==> config.mk <==
export PLATFORM = sky130hd
export DESIGN_NAME = ptpd_div_stage
export DESIGN_NICKNAME = d
export VERILOG_FILES = /design/src/rtl/core/ptpd_pkg.sv /design/src/rtl/core/ptpd_div_stage.sv
export SDC_FILE = /design/constraint.sdc
export NUM_CORES = 1
export LEC_CHECK = 0
export ABC_CLOCK_PERIOD_IN_PS = 8700
export BUFFER_PORTS_ARGS = -buffer_cell sky130_fd_sc_hd__clkbuf_2
export CAP_MARGIN = 20
export CORE_AREA = 5 5 317 319
export CTS_CLUSTER_SIZE = 24
export DETAILED_ROUTE_END_ITERATION = 16
export DIE_AREA = 0 0 322 324
export GPL_TIMING_DRIVEN = 0
export PLACE_DENSITY_LB_ADDON = 0.08
export REMOVE_ABC_BUFFERS = 1
export SLEW_MARGIN = 20
export SYNTH_ARGS = -nofsm -noshare
export SYNTH_HDL_FRONTEND = slang
export SYNTH_SLANG_ARGS = --single-unit
==> constraint.sdc <==
create_clock -name clock -period 8.7 [get_ports clock]
set_input_delay 0.435 -clock clock [delete_from_list [all_inputs] [get_ports clock]]
set_output_delay 0.435 -clock clock [all_outputs]
set_load 0.1 [all_outputs]
==> src/rtl/core/ptpd_pkg.sv <==
// Shared types and constants for the point transform and perspective divide block.
package ptpd_pkg;

   localparam int unsigned REG_COUNT = 8;
   localparam int unsigned LANES     = 3;
   localparam int unsigned MAG_W     = 64;

   // Matrix register reset values: identity (listed from register 7 down to 0).
   localparam logic [REG_COUNT-1:0][63:0] REG_RESET = '{
      64'h0001_0000_0000_0000, 64'h0,
      64'h0000_0000_0001_0000, 64'h0,
      64'h0,                   64'h0001_0000_0000_0000,
      64'h0,                   64'h0000_0000_0001_0000
   };

   // Control that travels beside each beat through the pipeline.
   typedef struct packed {
      logic             valid;
      logic             wzero;
      logic [LANES-1:0] neg;
      logic [LANES-1:0] ovf;
   } ctl_type;

   // Divider working state: partial remainders and the shared divisor.
   typedef struct packed {
      logic [LANES-1:0][MAG_W-1:0] rem;
      logic [MAG_W-1:0]            div;
   } div_type;

endpackage

==> src/rtl/core/ptpd_div_stage.sv <==
// One restoring divide step for all three lanes, registered.
module ptpd_div_stage #(
   parameter int unsigned QW = 48
) (
   input  logic                                 clock,
   input  logic                                 reset,
   input  logic                                 adv,
   input  ptpd_pkg::ctl_type                    ctl_i,
   input  ptpd_pkg::div_type                    div_i,
   input  logic [ptpd_pkg::LANES-1:0][QW-1:0]   num_i,
   output ptpd_pkg::ctl_type                    ctl_o,
   output ptpd_pkg::div_type                    div_o,
   output logic [ptpd_pkg::LANES-1:0][QW-1:0]   num_o
);

   ptpd_pkg::ctl_type                    ctl_ff;
   ptpd_pkg::div_type                    div_ff, div_in;
   logic [ptpd_pkg::LANES-1:0][QW-1:0]   num_ff, num_in;

   // shift in the next dividend bit, subtract when it fits, shift out a quotient bit
   always_comb begin
      logic [64:0] sh;
      logic [65:0] diff;
      div_in.div = div_i.div;
      for (int l = 0; l < ptpd_pkg::LANES; l++) begin
         sh   = {div_i.rem[l], num_i[l][QW-1]};
         diff = {1'b0, sh} - {2'b00, div_i.div};
         div_in.rem[l] = diff[65] ? sh[63:0] : diff[63:0];
         num_in[l]     = {num_i[l][QW-2:0], ~diff[65]};
      end
   end

   always_ff @(posedge clock) begin
      if (reset) begin
         ctl_ff <= '0;
      end else if (adv) begin
         ctl_ff <= ctl_i;
      end
   end

   always_ff @(posedge clock) begin
      if (adv) begin
         div_ff <= div_in;
         num_ff <= num_in;
      end
   end

   assign ctl_o = ctl_ff;
   assign div_o = div_ff;
   assign num_o = num_ff;

endmodule

== Word level (Yosys, flattened, before mapping) ==
Index checks and enable logic that the tools add are counted.
Operators by class
  mux-type cells: 3
  bitwise logic cells: 3
  $add $sub $neg: 3
Operator list (number)
  $sub 65x64->66: 3
  $mux 64: 3
  $not 1->1: 3
Storage, ports and cells
  output and inout bits: 408
  word-level logic and storage cells: 20
  flip-flop bits (word level): 408
  input port bits: 411

== Logic depth before layout (Yosys ltp) ==
Gate-level depths: netlist of run 1.
  word-level depth: 2
  mapped depth: 16
  gate-level depth less buffers: 14

== Least setup slack after synthesis of run 1 ==
No wires, ideal clock.
  path kind: in2reg
  start: input port div_i[1] (netlist bit)
  end: register div_ff, in the netlist div_o[238] (data pin)
  required time: 8.440 ns
  setup time: 0.260 ns
  path buffers: 2
  arrival: 3.088 ns
  setup slack: 5.352 ns
  stages on the path: 13
  cell sequence: inv_1 ha_1 nor2b_1 o31ai_1 a21oi_2 a21boi_2 o21ai_0 a21oi_1 o21ai_2 a21boi_2 buf_4 buf_6 mux2_2
RTL lines
  start: declaration: RTL line ptpd_div_stage.sv:9  | input ptpd_pkg::div_type div_i,
  end signal: assignment: RTL line ptpd_div_stage.sv:43  | div_ff <= div_in;
  end: declaration: RTL line ptpd_div_stage.sv:17  | ptpd_pkg::div_type div_ff, div_in;

==> results.json, run 1 <==
{
  "synth_ff_type": "edfxtp_1",
  "drt_wl_total_microns": 116400,
  "die_w_microns": 322,
  "hp-class": "primary input to flop",
  "io_pins": 819,
  "r2r_setup_slack_ps": 8090,
  "irDropWorstVdd_mv": 0.1360,
  "clkLatencyLatePin_ps": 620,
  "syn_area_sq_um": 26010,
  "period_needed_ps": 5156,
  "yosysSeqAreaShare_pct": 46.80,
  "die-area_sq_um": 104300,
  "post_cts_resized": 0,
  "overflow": 0,
  "tns_ps": 0,
  "setup_viol": 0,
  "ys_async_sr_fraction_pct": 0,
  "drt_iter0_drc": 1554,
  "place_ws_ps": 3485,
  "ys_warn_count": 0,
  "crit_type": "primary input to flop",
  "cap_viol_max_count": 0,
  "cts.path.max_buffers": 3,
  "rsz0062_at_grt": "false",
  "dp_hpwl_microns": 97020,
  "cellLeakagePower_nw": 15.04,
  "fin_cells": 4887,
  "drtAntennaViolNets": 0,
  "ys_ff_latch": 408,
  "fin_area_sq_um": 34930,
  "crit_required_ps": 9070,
  "cts_tree": "built",
  "hp-start": "div_i[29]",
  "cts_buffers": 52,
  "timing.hold.ws_ps": 40.27,
  "drive_gt1_share_pct": 26.65,
  "crit_fanout": 29,
  "syn2layout_area_growth_pct": 34.31,
  "wl_per_cell_microns": 23.82,
  "cts_setup_buffers": 0,
  "clk_pin_slew_ps": 60,
  "die_h_microns": 324,
  "first_global_vias": 24043,
  "synth_cell_types": 89,
  "crit_path_end_kind": "flop",
  "worstReg2RegEnd": "ctl_o[7]",
  "grt_pass1_wl_microns": 163300,
  "final.setup_skew_ps": 0,
  "post_dp_cell_area_sq_um": 31530,
  "whs_endpoint": "div_o[29]",
  "power_mw": 8.010,
  "io_buffers": 818,
  "postLayoutCoreUtil_pct": 35.80,
  "worstRegToRegCells": 2,
  "post-route-period-util_pct": 59.26,
  "hold_viol_final": 0,
  "status": "complete, no violations",
  "core-area_sq_um": 97560,
  "powerDensity_nw_per_um2": 229.3,
  "gp_congestion": 0.8969,
  "finalWorstSetupSlack_ps": 3544,
  "synthCells": 2601,
  "antenna_found_initial": 22,
  "max_freq_mhz": 194.0,
  "drcViolationCount": 0,
  "avgSynthCellArea_sq_um": 9.999,
  "relSlewSlack_pct": 38.64,
  "slew_violations": 0,
  "holdPathStages": 1,
  "tightest_slew_ps": 897.2,
  "arrival_ps": 5520,
  "clkSinkCount": 408,
  "drtPass1Iterations": 6,
  "nets": 4147,
  "cp-start-kind": "primary input",
  "initial_core_util_pct": 26.66,
  "vias": 24104,
  "cts_root_buffer": "clkbuf_16",
  "grtUsageTotal_pct": 20.96,
  "reg2reg_from": "ctl_o[7]",
  "grt_max_degree": 97,
  "synth_edf_count": 400,
  "rows": 115,
  "viasPerCell": 4.932,
  "dp.cells": 4600,
  "htreeDepth": 2
}
-- synthesized netlist by cell type (all sizes together), types with 15 or more instances --
master	instances	area share (%)
a211oi	20	0.60
a21o	108	3.1
a21oi	283	5.5
a31oi	25	0.60
and2	16	0.38
and3	19	0.46
buf	37	0.80
clkbuf	83	1.2
edfxtp	400	46
ha	192	9.2
inv	114	1.6
mux2	22	0.95
nand2	277	4.0
nand2b	19	0.46
nand3	50	0.96
nand4	58	1.4
nor2	163	2.4
nor2b	20	0.48
nor3	43	0.85
o211ai	18	0.54
o21a	15	0.43
o21ai	223	4.3
o21bai	43	1.2
o31ai	17	0.56
xnor2	104	3.5
xor2	71	2.4
-- layer usage --
metal,global-route usage [%],vias to the layer above,part of all wire (%)
met5,0,-,0.057
met4,5.236,10,2.3
li1,-,11600,-
met1,26.73,11622,43
met2,36.24,751,49
met3,4.623,121,6.3
-- final cells by class --
class / instances / area (sq um)
multi-input combinational: 1959 / 12900
antenna: 20 / 50.05
tap: 1287 / 1610
clock inverter: 36 / 285.3
inverter: 114 / 427.9
sequential: 408 / 12170
fill: 10029 / 62630
timing repair buffer: 1006 / 6163
clock buffer: 57 / 1320
-- sequential cells by signal, indices dropped and copies added, names as in the netlist --
signal	flops
num_o	144
ctl_o	8
div_o	256
-- power breakdown --
group / total [mW] / internal [mW] / switching [mW]
clock network: 2.10 / 1.18 / 0.919
registers: 2.53 / 2.45 / 0.0743
logic: 3.38 / 0.717 / 2.66
total: 8.01 / 4.35 / 3.66
-- critical path, cell delays in order --
cell           delay (ps)
dlygate4sd3_1         540
clkbuf_2              110
inv_1                 320
ha_1                  300
nor2b_1               140
o31ai_1               460
a21oi_2               200
a21boi_2              280
o21ai_0               360
a21oi_1               730
o21ai_2               280
a21boi_4              400
buf_16                220
buf_16                180
buf_16                180
mux2_1                340
-- layout by cell type (no fill, tap or decap), drive strengths merged, types with 50 or more instances in the layout --
cell type	n
nor2	163
xor2	71
clkbuf	875
dlygate4sd3	174
nand3	50
a21oi	283
inv	119
ha	192
a21o	108
nand4	58
edfxtp	400
o21ai	223
nand2	277
xnor2	104
-- logic make-up after synthesis --
| kind of cell | Yosys count | share of synthesized area, % |
|---|---|---|
| simple gates | 704 | 12.38 |
| mux | 35 | 1.453 |
| flops | 408 | 46.80 |
| fa+ha+maj | 195 | 9.468 |
| buf+inv | 234 | 3.676 |
| compound gates | 850 | 20.33 |
| xor+xnor | 175 | 5.894 |
-- how the worst max path moves through the flow --
stage / cells past startpoint / from / end
detailed placement: 15 / div_i[1] / div_o[197]
global placement: 12 / div_i[18] / div_o[174]
CTS: 16 / div_i[1] / div_o[197]
finish: 16 / div_i[1] / div_o[197]
global route: 16 / div_i[1] / div_o[193]
floorplan: 11 / div_i[18] / div_o[130]
-- repair_timing --
action,CTS,global route
hold buffers,173,1
endpoints found under the setup margin,0,0
hold endpoints to repair,173,1
Power figures use the tool's default switching activity.
==> run 2: changes to the inputs <==
- ABC_CLOCK_PERIOD_IN_PS: 8700 -> 5400
- CORE_AREA: 5 5 317 319 -> 5 5 313 315
- DIE_AREA: 0 0 322 324 -> 0 0 318 320
- clock period: 8.7 -> 5.4 ns (I/O delays scaled with it)
==> run 2 against run 1 <==
Effect of this change: non-clock buffer count grew 201; register-to-register slack got worse by 4400 ps; hold slack improved by 2.0 ps; clock skew unchanged; worst setup slack got worse by 3100 ps; cell area rose by 6.3%; routed wire length rose by 1.1%; flip-flop and latch count unchanged; sequential power increased by 61%; largest cell class unchanged; largest power group unchanged; highest routed layer unchanged.
==> results.json, run 2 (synthesis results as in run 1) <==
{
  "status": "complete, no violations",
  "hp-class": "primary input to flop",
  "multiInputGateArea_sq_um": 12900,
  "drcViolationCount": 0,
  "tightest_slew_ps": 975.8,
  "rows": 113,
  "antenna_found_initial": 17,
  "gp_congestion": 0.8910,
  "cts_root_buffer": "clkbuf_16",
  "cap_viol_max_count": 0,
  "setup_viol": 0,
  "cts.path.max_buffers": 3,
  "cts_buffers": 53,
  "irDropWorstVdd_mv": 0.2848,
  "max_freq_mhz": 203.6,
  "drtAntennaViolNets": 0,
  "p_sw_mw": 5.958,
  "htreeDepth": 2,
  "vias": 25002,
  "p_seq_share_pct": 30.4,
  "critical_path.top_delay_family": "compound AO/OA/AOI/OAI gates",
  "slew_violations": 0,
  "fin_area_sq_um": 37130,
  "final_cell_mix": "clkbuf_2 (817), edfxtp_1 (400), dlygate4sd3_1 (374)",
  "grt_max_degree": 98,
  "dp.cells": 4579,
  "initial_core_util_pct": 27.49,
  "worst-path-buf-inv": 6,
  "power_frac_comb_pct": 41.8,
  "post_dp_cell_area_sq_um": 31540,
  "arrival_ps": 5290,
  "cp-start-kind": "primary input",
  "io_pins": 819,
  "pwr-share-clk_pct": 27.9,
  "dp_hpwl_microns": 97340,
  "place_ws_ps": 412.8,
  "grt_pass1_wl_microns": 170200,
  "wl_per_cell_microns": 23.24,
  "crit_path_end_kind": "flop",
  "period_needed_ps": 4911,
  "relSlewSlack_pct": 33.27,
  "finalWorstSetupSlack_ps": 488.7,
  "cts_tree": "built",
  "clkLatencyLatePin_ps": 630,
  "rsz0062_at_grt": "false",
  "final.setup_skew_ps": 0,
  "grtUsageTotal_pct": 22.00,
  "cellLeakagePower_nw": 16.01,
  "drive_gt1_share_pct": 25.42,
  "drt_iter0_drc": 1501,
  "internal_power_mw": 7.440,
  "layout_commonest_cell": "clkbuf_2",
  "switching_share_pct": 44.47,
  "drtPass1Iterations": 7,
  "overflow": 0,
  "syn2layout_area_growth_pct": 42.77,
  "nets": 4349,
  "slowest_stage": "a21oi_1",
  "crit_type": "primary input to flop",
  "power_mw": 13.40,
  "first_global_vias": 25265,
  "post_cts_resized": 0,
  "largest_register_ffs": 256,
  "powerDensity_nw_per_um2": 360.8,
  "area.sequential_sq_um": 12170,
  "die-area_sq_um": 101800,
  "die_h_microns": 320,
  "post-route-period-util_pct": 90.95,
  "core-area_sq_um": 94590,
  "crit_required_ps": 5780,
  "path_cells": "dlygate4sd3_1, clkbuf_2, inv_1, ha_1, nor2b_1, o31ai_1, a21oi_2, a21boi_2, o21ai_0, a21oi_1, o21ai_2, a21boi_4, buf_16, buf_16, buf_16, mux2_1",
  "drt_wl_total_microns": 117700,
  "viasPerCell": 4.937,
  "crit_fanout": 29,
  "fillCellCount": 9512,
  "cpPeakStageDelay_ps": 720,
  "clkSinkCount": 408,
  "fin_cells": 5064,
  "clk_pin_slew_ps": 60,
  "io_buffers": 818,
  "hold_viol_final": 0,
  "die_w_microns": 318,
  "tns_ps": 0,
  "path_common_cell": "buf_16"
}
run 2: routing by layer:
layer  global-route usage (%)  part of all wire, %
met1                    28.64                   44
met2                    38.56                   49
met3                    3.769                  5.0
met4                    4.801                  2.1
met5                        0                0.020
run 2: power by group through the flow:
stage	registers, mW	logic (mW)	clock network [mW]
global route	4.10	5.87	3.97
finish	4.07	5.60	3.73
detailed placement	4.13	5.36	0
floorplan	6.77	1.41	0
global placement	4.19	5.34	0
CTS	4.07	5.62	3.84
run 2: worst register-to-register path, delay by kind of cell, from the launching register on:
kind	cells	cell delay [ps]
simple gates	1	40
buf+inv	2	1120
mux	1	140
flops	1	310
run 2: cell type report:
| class | count | area share [%] |
|---|---|---|
| antenna | 11 | 0.07414 |
| clock buffer | 57 | 3.612 |
| clock inverter | 43 | 1.294 |
| inverter | 114 | 1.152 |
| multi-input combinational | 1959 | 34.75 |
| sequential | 408 | 32.78 |
| tap | 1265 | 4.263 |
| timing repair buffer | 1207 | 22.08 |
run 2: worst paths after layout:
check / to / cells past startpoint / from / slack, ps
worst max-delay path: div_o[197] / 16 / div_i[1] / 490
worst min-delay path: div_o[89] / 3 / div_i[88] / 40
worst max register to register: ctl_o[0] / 4 / ctl_o[0] / 3670
worst min register to register: ctl_o[2] / 3 / ctl_o[2] / 1030
run 2: what timing repair did:
item                      in CTS  in global routing
hold buffers                 374                  0
hold endpoints to repair     368                  0
setup buffers                  0                  0
run 2: per-stage QoR:
stage | hold slack, ps | utilization [%]
2_1_floorplan | 342.4 | -
3_3_place_gp | 448.4 | 32.94
3_5_place_dp | 448.6 | 33.34
4_1_cts | 3.391 | 39.23
5_1_grt | 24.75 | 39.24
6_report | 42.30 | 39.25
